<file path="config.mk">
export PLATFORM = sky130hd
export DESIGN_NAME = cpu_alu_register_step_flat
export DESIGN_NICKNAME = d
export VERILOG_FILES = /design/src/design/cars_pkg.sv /design/src/design/cars_if.sv /design/src/design/cars_alu.sv /design/src/design/cpu_alu_register_step.sv /design/src/flat_wrapper.sv
export SDC_FILE = /design/constraint.sdc
export NUM_CORES = 1
export LEC_CHECK = 0
export ABC_AREA = 1
export ABC_CLOCK_PERIOD_IN_PS = 4300
export BUFFER_PORTS_ARGS = -buffer_cell sky130_fd_sc_hd__buf_4
export CORE_MARGIN = 5
export CORE_UTILIZATION = 40
export DETAILED_ROUTE_END_ITERATION = 7
export GPL_ROUTABILITY_DRIVEN = 0
export GPL_TIMING_DRIVEN = 0
export SYNTH_ARGS = -nofsm -noshare
export SYNTH_HDL_FRONTEND = slang
export SYNTH_SLANG_ARGS = --single-unit
</file>
<file path="constraint.sdc">
create_clock -name i_clk -period 4.3 [get_ports i_clk]
set_input_delay 0.215 -clock i_clk [delete_from_list [all_inputs] [get_ports i_clk]]
set_output_delay 0.215 -clock i_clk [all_outputs]
set_load 0.01 [all_outputs]
</file>
<file path="src/design/cars_pkg.sv">
`timescale 1ns / 1ps

package cars_pkg;

    localparam int ADDR_BITS = 17;

    typedef enum logic [4:0] {
        OP_ADC     = 5'd0,
        OP_SBC     = 5'd1,
        OP_CMP     = 5'd2,
        OP_CPX     = 5'd3,
        OP_CPY     = 5'd4,
        OP_BIT     = 5'd5,
        OP_LDA     = 5'd6,
        OP_LDX     = 5'd7,
        OP_LDY     = 5'd8,
        OP_LSR_A   = 5'd9,
        OP_ASL_A   = 5'd10,
        OP_ROR_A   = 5'd11,
        OP_ROL_A   = 5'd12,
        OP_ASL_MEM = 5'd13,
        OP_ROR_MEM = 5'd14,
        OP_ROL_MEM = 5'd15,
        OP_DEX     = 5'd16,
        OP_DEY     = 5'd17,
        OP_INX     = 5'd18,
        OP_INY     = 5'd19
    } t_op;

    typedef struct packed {
        logic [7:0] acc;
        logic [7:0] x;
        logic [7:0] y;
        logic       n;
        logic       z;
        logic       c;
        logic       v;
    } t_state;

    typedef struct packed {
        logic [4:0]           req_type;
        logic [7:0]           operand;
        logic [ADDR_BITS-1:0] mem_address;
    } t_req;

    typedef struct packed {
        logic                 we;
        logic [ADDR_BITS-1:0] addr;
        logic [7:0]           data;
    } t_wb;

endpackage

</file>
<file path="src/design/cars_if.sv">
`timescale 1ns / 1ps

interface cars_req_if;
    import cars_pkg::*;

    logic                 valid;
    logic                 ready;
    logic [4:0]           req_type;
    logic [7:0]           operand;
    logic [ADDR_BITS-1:0] mem_address;

    modport source (output valid, req_type, operand, mem_address, input ready);
    modport sink   (input valid, req_type, operand, mem_address, output ready);
endinterface

interface cars_rsp_if;
    import cars_pkg::*;

    logic                 valid;
    logic                 ready;
    logic [7:0]           acc_out;
    logic [7:0]           x_out;
    logic [7:0]           y_out;
    logic                 flag_neg;
    logic                 flag_zero;
    logic                 flag_carry;
    logic                 flag_ovf;
    logic                 mem_write_enable;
    logic [ADDR_BITS-1:0] mem_write_address;
    logic [7:0]           mem_write_data;

    modport source (
        output valid, acc_out, x_out, y_out, flag_neg, flag_zero, flag_carry, flag_ovf,
               mem_write_enable, mem_write_address, mem_write_data,
        input  ready
    );
    modport sink (
        input  valid, acc_out, x_out, y_out, flag_neg, flag_zero, flag_carry, flag_ovf,
               mem_write_enable, mem_write_address, mem_write_data,
        output ready
    );
endinterface

</file>
<file path="src/design/cars_alu.sv">
`timescale 1ns / 1ps

module cars_alu (
    input  cars_pkg::t_state i_st,
    input  cars_pkg::t_req   i_req,
    output cars_pkg::t_state o_st,
    output cars_pkg::t_wb    o_wb
);
    import cars_pkg::*;

    t_op        op;
    logic [7:0] m;
    logic [7:0] add_m;
    logic [8:0] sum;
    logic [7:0] cmp_reg;
    logic [8:0] diff;
    logic [7:0] res;
    logic       upd_nz;

    assign op    = t_op'(i_req.req_type);
    assign m     = i_req.operand;
    // SBC is ADC of the inverted operand, carry acts as inverted borrow
    assign add_m = (op == OP_SBC) ? ~m : m;
    assign sum   = {1'b0, i_st.acc} + {1'b0, add_m} + {8'd0, i_st.c};

    always_comb begin
        unique case (op)
            OP_CPX:  cmp_reg = i_st.x;
            OP_CPY:  cmp_reg = i_st.y;
            default: cmp_reg = i_st.acc;
        endcase
    end

    assign diff = {1'b0, cmp_reg} + {1'b0, ~m} + 9'd1;

    always_comb begin
        o_st    = i_st;
        o_wb    = '0;
        res     = '0;
        upd_nz  = 1'b0;
        unique case (op)
            OP_ADC, OP_SBC: begin
                res    = sum[7:0];
                o_st.acc = sum[7:0];
                o_st.c = sum[8];
                o_st.v = (i_st.acc[7] ^ sum[7]) & (add_m[7] ^ sum[7]);
                upd_nz = 1'b1;
            end
            OP_CMP, OP_CPX, OP_CPY: begin
                res    = diff[7:0];
                o_st.c = diff[8];
                upd_nz = 1'b1;
            end
            OP_BIT: begin
                o_st.z = ((i_st.acc & m) == 8'd0);
                o_st.n = m[7];
                o_st.v = m[6];
            end
            OP_LDA: begin
                res = m; o_st.acc = m; upd_nz = 1'b1;
            end
            OP_LDX: begin
                res = m; o_st.x = m; upd_nz = 1'b1;
            end
            OP_LDY: begin
                res = m; o_st.y = m; upd_nz = 1'b1;
            end
            OP_LSR_A: begin
                res = {1'b0, i_st.acc[7:1]}; o_st.c = i_st.acc[0];
                o_st.acc = res; upd_nz = 1'b1;
            end
            OP_ASL_A: begin
                res = {i_st.acc[6:0], 1'b0}; o_st.c = i_st.acc[7];
                o_st.acc = res; upd_nz = 1'b1;
            end
            OP_ROR_A: begin
                res = {i_st.c, i_st.acc[7:1]}; o_st.c = i_st.acc[0];
                o_st.acc = res; upd_nz = 1'b1;
            end
            OP_ROL_A: begin
                res = {i_st.acc[6:0], i_st.c}; o_st.c = i_st.acc[7];
                o_st.acc = res; upd_nz = 1'b1;
            end
            OP_ASL_MEM: begin
                res = {m[6:0], 1'b0}; o_st.c = m[7]; upd_nz = 1'b1;
                o_wb = '{we: 1'b1, addr: i_req.mem_address, data: res};
            end
            OP_ROR_MEM: begin
                res = {i_st.c, m[7:1]}; o_st.c = m[0]; upd_nz = 1'b1;
                o_wb = '{we: 1'b1, addr: i_req.mem_address, data: res};
            end
            OP_ROL_MEM: begin
                res = {m[6:0], i_st.c}; o_st.c = m[7]; upd_nz = 1'b1;
                o_wb = '{we: 1'b1, addr: i_req.mem_address, data: res};
            end
            OP_DEX: begin
                res = i_st.x - 8'd1; o_st.x = res; upd_nz = 1'b1;
            end
            OP_DEY: begin
                res = i_st.y - 8'd1; o_st.y = res; upd_nz = 1'b1;
            end
            OP_INX: begin
                res = i_st.x + 8'd1; o_st.x = res; upd_nz = 1'b1;
            end
            OP_INY: begin
                res = i_st.y + 8'd1; o_st.y = res; upd_nz = 1'b1;
            end
            // unused codes leave everything as it is
            default: begin
                upd_nz = 1'b0;
            end
        endcase
        if (upd_nz) begin
            o_st.n = res[7];
            o_st.z = (res == 8'd0);
        end
    end

endmodule

</file>
<file path="src/design/cpu_alu_register_step.sv">
`timescale 1ns / 1ps
// 8-bit binary-mode ALU with accumulator, X, Y and N/Z/C/V flags.
// Request channel i_req: req_type selects the operation, operand is the
// immediate or the byte already read from memory, mem_address is the target
// of a memory shift or rotate.
// Response channel o_rsp: one transaction per request, carrying A, X, Y and
// the flags after the operation, plus a write-back (enable, address, data)
// for memory shifts and rotates; address and data are zero otherwise.
// A request accepted at i_req lands in the input register, passes through the
// ALU and is loaded into the response register that drives o_rsp.
// Throughput: one request per cycle while the response side is not stalled; the
// architectural state updates in the same cycle the response register loads, so
// each operation sees the state left by the previous one through a single ALU pass.
// Reset clears A, X, Y, all flags and both stage valids.
// When the receiver stalls, the response holds, the input register fills,
// and then i_req.ready drops until o_rsp.ready returns.
module cpu_alu_register_step (
    input  logic       i_clk,
    input  logic       i_rst_n,
    cars_req_if.sink   i_req,
    cars_rsp_if.source o_rsp
);
    import cars_pkg::*;

    logic   r_in_valid;
    t_req   r_req;
    t_state r_state;
    logic   r_out_valid;
    t_state r_out_st;
    t_wb    r_out_wb;

    t_state n_state;
    t_wb    n_wb;
    logic   advance;

    cars_alu u_alu (
        .i_st  (r_state),
        .i_req (r_req),
        .o_st  (n_state),
        .o_wb  (n_wb)
    );

    assign advance     = !r_out_valid || o_rsp.ready;
    assign i_req.ready = !r_in_valid || advance;

    always_ff @(posedge i_clk) begin
        if (!i_rst_n) begin
            r_in_valid <= 1'b0;
        end else if (i_req.ready) begin
            r_in_valid <= i_req.valid;
        end
        if (i_req.valid && i_req.ready) begin
            r_req <= '{req_type: i_req.req_type, operand: i_req.operand,
                       mem_address: i_req.mem_address};
        end
    end

    always_ff @(posedge i_clk) begin
        if (!i_rst_n) begin
            r_out_valid <= 1'b0;
            r_state     <= '0;
        end else if (advance) begin
            r_out_valid <= r_in_valid;
            if (r_in_valid) begin
                r_state <= n_state;
            end
        end
        if (advance && r_in_valid) begin
            r_out_st <= n_state;
            r_out_wb <= n_wb;
        end
    end

    assign o_rsp.valid             = r_out_valid;
    assign o_rsp.acc_out           = r_out_st.acc;
    assign o_rsp.x_out             = r_out_st.x;
    assign o_rsp.y_out             = r_out_st.y;
    assign o_rsp.flag_neg          = r_out_st.n;
    assign o_rsp.flag_zero         = r_out_st.z;
    assign o_rsp.flag_carry        = r_out_st.c;
    assign o_rsp.flag_ovf          = r_out_st.v;
    assign o_rsp.mem_write_enable  = r_out_wb.we;
    assign o_rsp.mem_write_address = r_out_wb.addr;
    assign o_rsp.mem_write_data    = r_out_wb.data;

`ifndef SYNTHESIS
    // a pending response always mirrors the architectural state
    a_rsp_matches_state: assert property (@(posedge i_clk) disable iff (!i_rst_n)
        r_out_valid |-> (r_out_st == r_state))
        else $error("response differs from register state");

    // a held request is not dropped while the output stalls
    a_in_held: assert property (@(posedge i_clk) disable iff (!i_rst_n)
        (r_in_valid && !advance) |=> (r_in_valid && $stable(r_req)))
        else $error("stalled request lost");

    // state changes only when a request moves into the response register
    a_state_quiet: assert property (@(posedge i_clk) disable iff (!i_rst_n)
        !(r_in_valid && advance) |=> $stable(r_state))
        else $error("state changed without a request");

    // write-back fields are clean when no write is requested
    a_wb_clean: assert property (@(posedge i_clk) disable iff (!i_rst_n)
        (r_out_valid && !r_out_wb.we) |-> (r_out_wb.addr == '0 && r_out_wb.data == '0))
        else $error("write-back fields set without enable");
`endif

endmodule

</file>
<file path="src/flat_wrapper.sv">
// flat-port wrapper written by rule: the top's interface ports become plain ports
module cpu_alu_register_step_flat import cars_pkg::*;
  (i_clk, i_rst_n, i_req_valid, i_req_req_type, i_req_operand, i_req_mem_address, i_req_ready, o_rsp_valid, o_rsp_acc_out, o_rsp_x_out, o_rsp_y_out, o_rsp_flag_neg, o_rsp_flag_zero, o_rsp_flag_carry, o_rsp_flag_ovf, o_rsp_mem_write_enable, o_rsp_mem_write_address, o_rsp_mem_write_data, o_rsp_ready);
  cars_req_if i_req_i ();
  cars_rsp_if o_rsp_i ();
  input  logic i_clk;
  input  logic i_rst_n;
  input wire logic [$bits(i_req_i.valid)-1:0] i_req_valid;
  input wire logic [$bits(i_req_i.req_type)-1:0] i_req_req_type;
  input wire logic [$bits(i_req_i.operand)-1:0] i_req_operand;
  input wire logic [$bits(i_req_i.mem_address)-1:0] i_req_mem_address;
  output wire logic [$bits(i_req_i.ready)-1:0] i_req_ready;
  output wire logic [$bits(o_rsp_i.valid)-1:0] o_rsp_valid;
  output wire logic [$bits(o_rsp_i.acc_out)-1:0] o_rsp_acc_out;
  output wire logic [$bits(o_rsp_i.x_out)-1:0] o_rsp_x_out;
  output wire logic [$bits(o_rsp_i.y_out)-1:0] o_rsp_y_out;
  output wire logic [$bits(o_rsp_i.flag_neg)-1:0] o_rsp_flag_neg;
  output wire logic [$bits(o_rsp_i.flag_zero)-1:0] o_rsp_flag_zero;
  output wire logic [$bits(o_rsp_i.flag_carry)-1:0] o_rsp_flag_carry;
  output wire logic [$bits(o_rsp_i.flag_ovf)-1:0] o_rsp_flag_ovf;
  output wire logic [$bits(o_rsp_i.mem_write_enable)-1:0] o_rsp_mem_write_enable;
  output wire logic [$bits(o_rsp_i.mem_write_address)-1:0] o_rsp_mem_write_address;
  output wire logic [$bits(o_rsp_i.mem_write_data)-1:0] o_rsp_mem_write_data;
  input wire logic [$bits(o_rsp_i.ready)-1:0] o_rsp_ready;
  assign i_req_i.valid = i_req_valid;
  assign i_req_i.req_type = i_req_req_type;
  assign i_req_i.operand = i_req_operand;
  assign i_req_i.mem_address = i_req_mem_address;
  assign i_req_ready = i_req_i.ready;
  assign o_rsp_valid = o_rsp_i.valid;
  assign o_rsp_acc_out = o_rsp_i.acc_out;
  assign o_rsp_x_out = o_rsp_i.x_out;
  assign o_rsp_y_out = o_rsp_i.y_out;
  assign o_rsp_flag_neg = o_rsp_i.flag_neg;
  assign o_rsp_flag_zero = o_rsp_i.flag_zero;
  assign o_rsp_flag_carry = o_rsp_i.flag_carry;
  assign o_rsp_flag_ovf = o_rsp_i.flag_ovf;
  assign o_rsp_mem_write_enable = o_rsp_i.mem_write_enable;
  assign o_rsp_mem_write_address = o_rsp_i.mem_write_address;
  assign o_rsp_mem_write_data = o_rsp_i.mem_write_data;
  assign o_rsp_i.ready = o_rsp_ready;
  cpu_alu_register_step u_core (.i_clk(i_clk), .i_rst_n(i_rst_n), .i_req(i_req_i), .o_rsp(o_rsp_i));
endmodule
</file>
==> key figures <==
Critical path
  • CP most frequent cell: nand2_1
  • Reg2reg setup slack: 0.78 ns
  • Worst-path cell chain: nor2_2 > nand3_2 > clkbuf_1 > a31oi_1 > ha_1 > inv_1 > fa_1 > nand4_1 > nand3_1 > nand2_1 > nand2_1 > nand2_1 > nand2_1 > nand2_1 > nand2_1 > nor2_1 > o21ai_1 > o21ai_0 > inv_1
  • Crit-path max cell delay: ~0.52 ns
  • Startpoint type of the worst setup path: flop
  • Reg2reg start: u_core.r_req[26]
  • Reg-to-reg endpoint: u_core.r_state[1]
  • Crit path to: u_core.r_state[1]
  • Worst path required time: about 4.6 ns
  • Worst Path Max Fanout: 10
  • Crit. Startpoint: u_core.r_req[26]
  • Critical path class: reg -> reg
  • Crit path arrival time: 3.82 ns
  • Reg2Reg Depth: 19
  • Critical-path top delay cell: edfxtp_1
  • Worst Setup End Kind: flop

Floorplanning
  • Rows: between 40 and 50
  • Die ar.: between 15000 and 20000 µm²
  • Boundary pin count: 90
  • Core ar.: approximately 17000 µm²
  • Starting Density: approximately 41%
  • Die Y: 140.2 µm
  • Die Wd: between 100 and 150 µm

Synth
  • Top FF cell, synth: edfxtp_1
  • Top cell type's share of synthesized area: 37.20%
  • Synth unique cells: 43
  • Mapped Area: around 6800 µm²
  • Post-synth top area cell: edfxtp_1
  • Seq cells post-synth: 114
  • Post-synthesis async set-or-reset flop share: 0%
  • Top cells by area, synth: edfxtp_1, nand2_1, dfxtp_1, inv_1, nand3_1
  • Yosys Warn Count: 0
  • Avg Synthesized Cell Area: 7.838 µm²
  • Synthesized net count: around 920
  • Synth Instances: just under 900
  • Seq/Total Area, Yosys: a little under half
  • Post-synth EDFFs: 84

Timing
  • Tightest Pin Transition: ~1.2 ns
  • Fmax: 0.2840 GHz
  • Final Max Tran Viols: 0
  • Final setup margin: 0.7785 ns
  • Final hold violation count: 0
  • Tmin final: between 3 and 4 ns
  • Final setup violation count: 0
  • Final period util: about four fifths
  • Post-route setup TNS: 0 ns
  • RSZ-0062 raised after global routing: no
  • Final Skew: approximately 0.012 ns
  • Relative slew margins: 20.67%

Global routing
  • Grt total ovfl: 0
  • Largest net degree at the start of global routing: between 60 and 70
  • Initial antenna violation count: 0
  • Vias in the first global route: 6036
  • First-pass GRT wire length: ~33 mm
  • Total track usage: 21.27%

Place
  • Cell Area, Placed: 7727 µm²
  • Placed cells: 1174
  • Place WS: between 0.8 and 0.9 ns
  • HPWL Detailed: between 15 and 20 mm
  • Port Buffers: 89

Clock tree
  • Clock buffer count from CTS: 17
  • CTS root buf: clkbuf_16
  • CTS HTree Levels: 4
  • CTS Buffer Depth: 2
  • Cts hold-fix bufs: 30
  • Clock sinks: approximately 110
  • Setup Fix Bufs, Post-CTS: 0
  • CTS tree: done
  • Clock-pin slew on the worst setup and hold paths: around 0.06 ns
  • Clock Latency Late Sink: between 0.4 and 0.5 ns
  • Post-CTS Resized: 0

Finish
  • Fillers: 1584
  • Non-filler cells, final: ~1200
  • Layout area overhead: 26.35%
  • Layout cells sized above 1: between 10% and 20%
  • Fin nets: approximately 1100
  • Finished Cell Area: ~8600 µm²
  • Number of diodes: 0
  • Final design utilization: around half

Route
  • Vias: 6381
  • Routed wire length: around 21 mm
  • Avg WL per Cell: about 17 µm
  • Initial DRC count: 710
  • Drc violations: 0
  • Antenna Violating Nets Remaining: 0
  • First-pass DRT Iterations: 6
  • Via/cell ratio: just over 5

Power
  • Sw frac: approximately 28%
  • Leakage: between 4 and 5 nW
  • Sequential power share: a little over two fifths
  • VDD IR max: 0.2420 mV
  • Logic gate share of total power: between 10% and 20%
  • PD cells: 367.6 nW/µm²
  • Internal Power: 2.253 mW
  • Sw Pwr: between 0.8 and 0.9 mW
  • Clock power share: roughly two fifths

Hold path
  • Min-Delay Startpoint: o_rsp_ready
  • Worst hold path class: in -> reg

Run
  • Total of max-cap violations: 0

Outcome
  • Outcome: finished clean
## metrics by stage
stage          power, mW  hold slack, ns
6_report           3.149          0.1000
5_1_grt            3.285          0.1102
4_1_cts            3.164         0.09042
3_5_place_dp       1.844          0.3943
3_3_place_gp       1.842          0.3933
2_1_floorplan      1.656          0.3139
## cell usage in the layout (no fill, tap or decap), drive strengths merged, types with 3 or more instances in the layout
cell / Yosys / layout
o221ai: 16 / 16
nand3: 90 / 90
clkinvlp: 0 / 5
ha: 20 / 20
clkinv: 3 / 8
inv: 136 / 138
xor2: 8 / 8
edfxtp: 84 / 84
nor2: 115 / 115
clkbuf: 13 / 30
nand3b: 4 / 4
dlygate4sd3: 0 / 30
nand2: 201 / 201
nor3: 4 / 4
o22ai: 6 / 6
o21ai: 40 / 40
or2: 6 / 6
buf: 6 / 95
a211oi: 12 / 12
a21oi: 41 / 41
xnor2: 3 / 3
o2111ai: 3 / 3
fa: 3 / 3
nand4: 9 / 9
o211ai: 4 / 4
dfxtp: 30 / 30
## area by class of cell
cell class              count  area (µm²)  share of cell area (%)
multi-input cells         593        3055                   35.67
inverters                 139       521.8                   6.090
flip-flops and latches    114        3123                   36.45
plain buffers              19       83.83                  0.9785
clock buffers              17       425.4                   4.966
repair buffers            119       968.4                   11.30
well taps                 220       275.3                   3.213
clock inverters            13       113.9                   1.329
## critical path, delay by kind of cell, from the launching register on
| family | cells | cell delay (ns) |
|---|---|---|
| adders and majority gates | 2 | 0.62 |
| DFF | 1 | 0.52 |
| buffers and inverters | 3 | 0.37 |
| and+or+nand+nor | 11 | 1.26 |
| AOI/OAI and AO/OA | 3 | 0.62 |
## layer usage
| metal | global-route usage [%] | part of all wire [%] | vias to the layer above |
|---|---|---|---|
| li1 | - | - | 3161 |
| met1 | 29.08 | 44 | 2925 |
| met2 | 33.72 | 46 | 252 |
| met3 | 3.613 | 7.2 | 43 |
| met4 | 8.363 | 2.9 | 0 |
| met5 | 0 | 0 | - |
## kinds of logic after synthesis
family                     synth area share, %
AOI/OAI and AO/OA                        11.44
xor gates and xnor gates                 1.421
adders and majority gates                4.577
buffers and inverters                    8.876
DFF                                      46.06
and+or+nand+nor                          27.63
## synthesized netlist by cell type (6+ instances only)
library cell	number
inv_1	125
nor2_1	109
ha_1	20
a211oi_1	12
xor2_1	8
nand4_1	9
inv_2	11
dfxtp_1	30
clkbuf_1	13
o21ai_1	11
edfxtp_1	84
o21ai_0	29
a21oi_1	41
nand3_1	83
nand3_2	6
nand2_1	198
o221ai_1	16
o22ai_1	6
## sequential cells by signal (all words and copies together) (netlist names), 8 cells and up
signal and cells:
u_core.r_req 30, u_core.r_state 28, u_core.o_rsp.acc_out 8, u_core.o_rsp.x_out 8, u_core.o_rsp.y_out 8, u_core.o_rsp.mem_write_data 8, u_core.o_rsp.mem_write_address 17
## power groups by stage
stage	logic [mW]	clock network, mW	registers (mW)
after floorplan	0.321	0	1.33
after global placement	0.505	0	1.34
after detailed placement	0.509	0	1.33
after CTS	0.536	1.32	1.31
after global routing	0.603	1.36	1.32
final	0.540	1.29	1.31
## how the worst min path moves through the flow
stage	end	slack, ns	cells after the start
floorplan	u_core.r_req[0]	0.31	0
CTS	u_core.o_rsp.valid	0.09	4
finish	u_core.o_rsp.valid	0.10	4
global placement	u_core.r_req[13]	0.39	1
detailed placement	u_core.r_req[2]	0.39	1
global route	u_core.o_rsp.valid	0.11	4
Note: power is estimated with default switching activity, not from simulation.
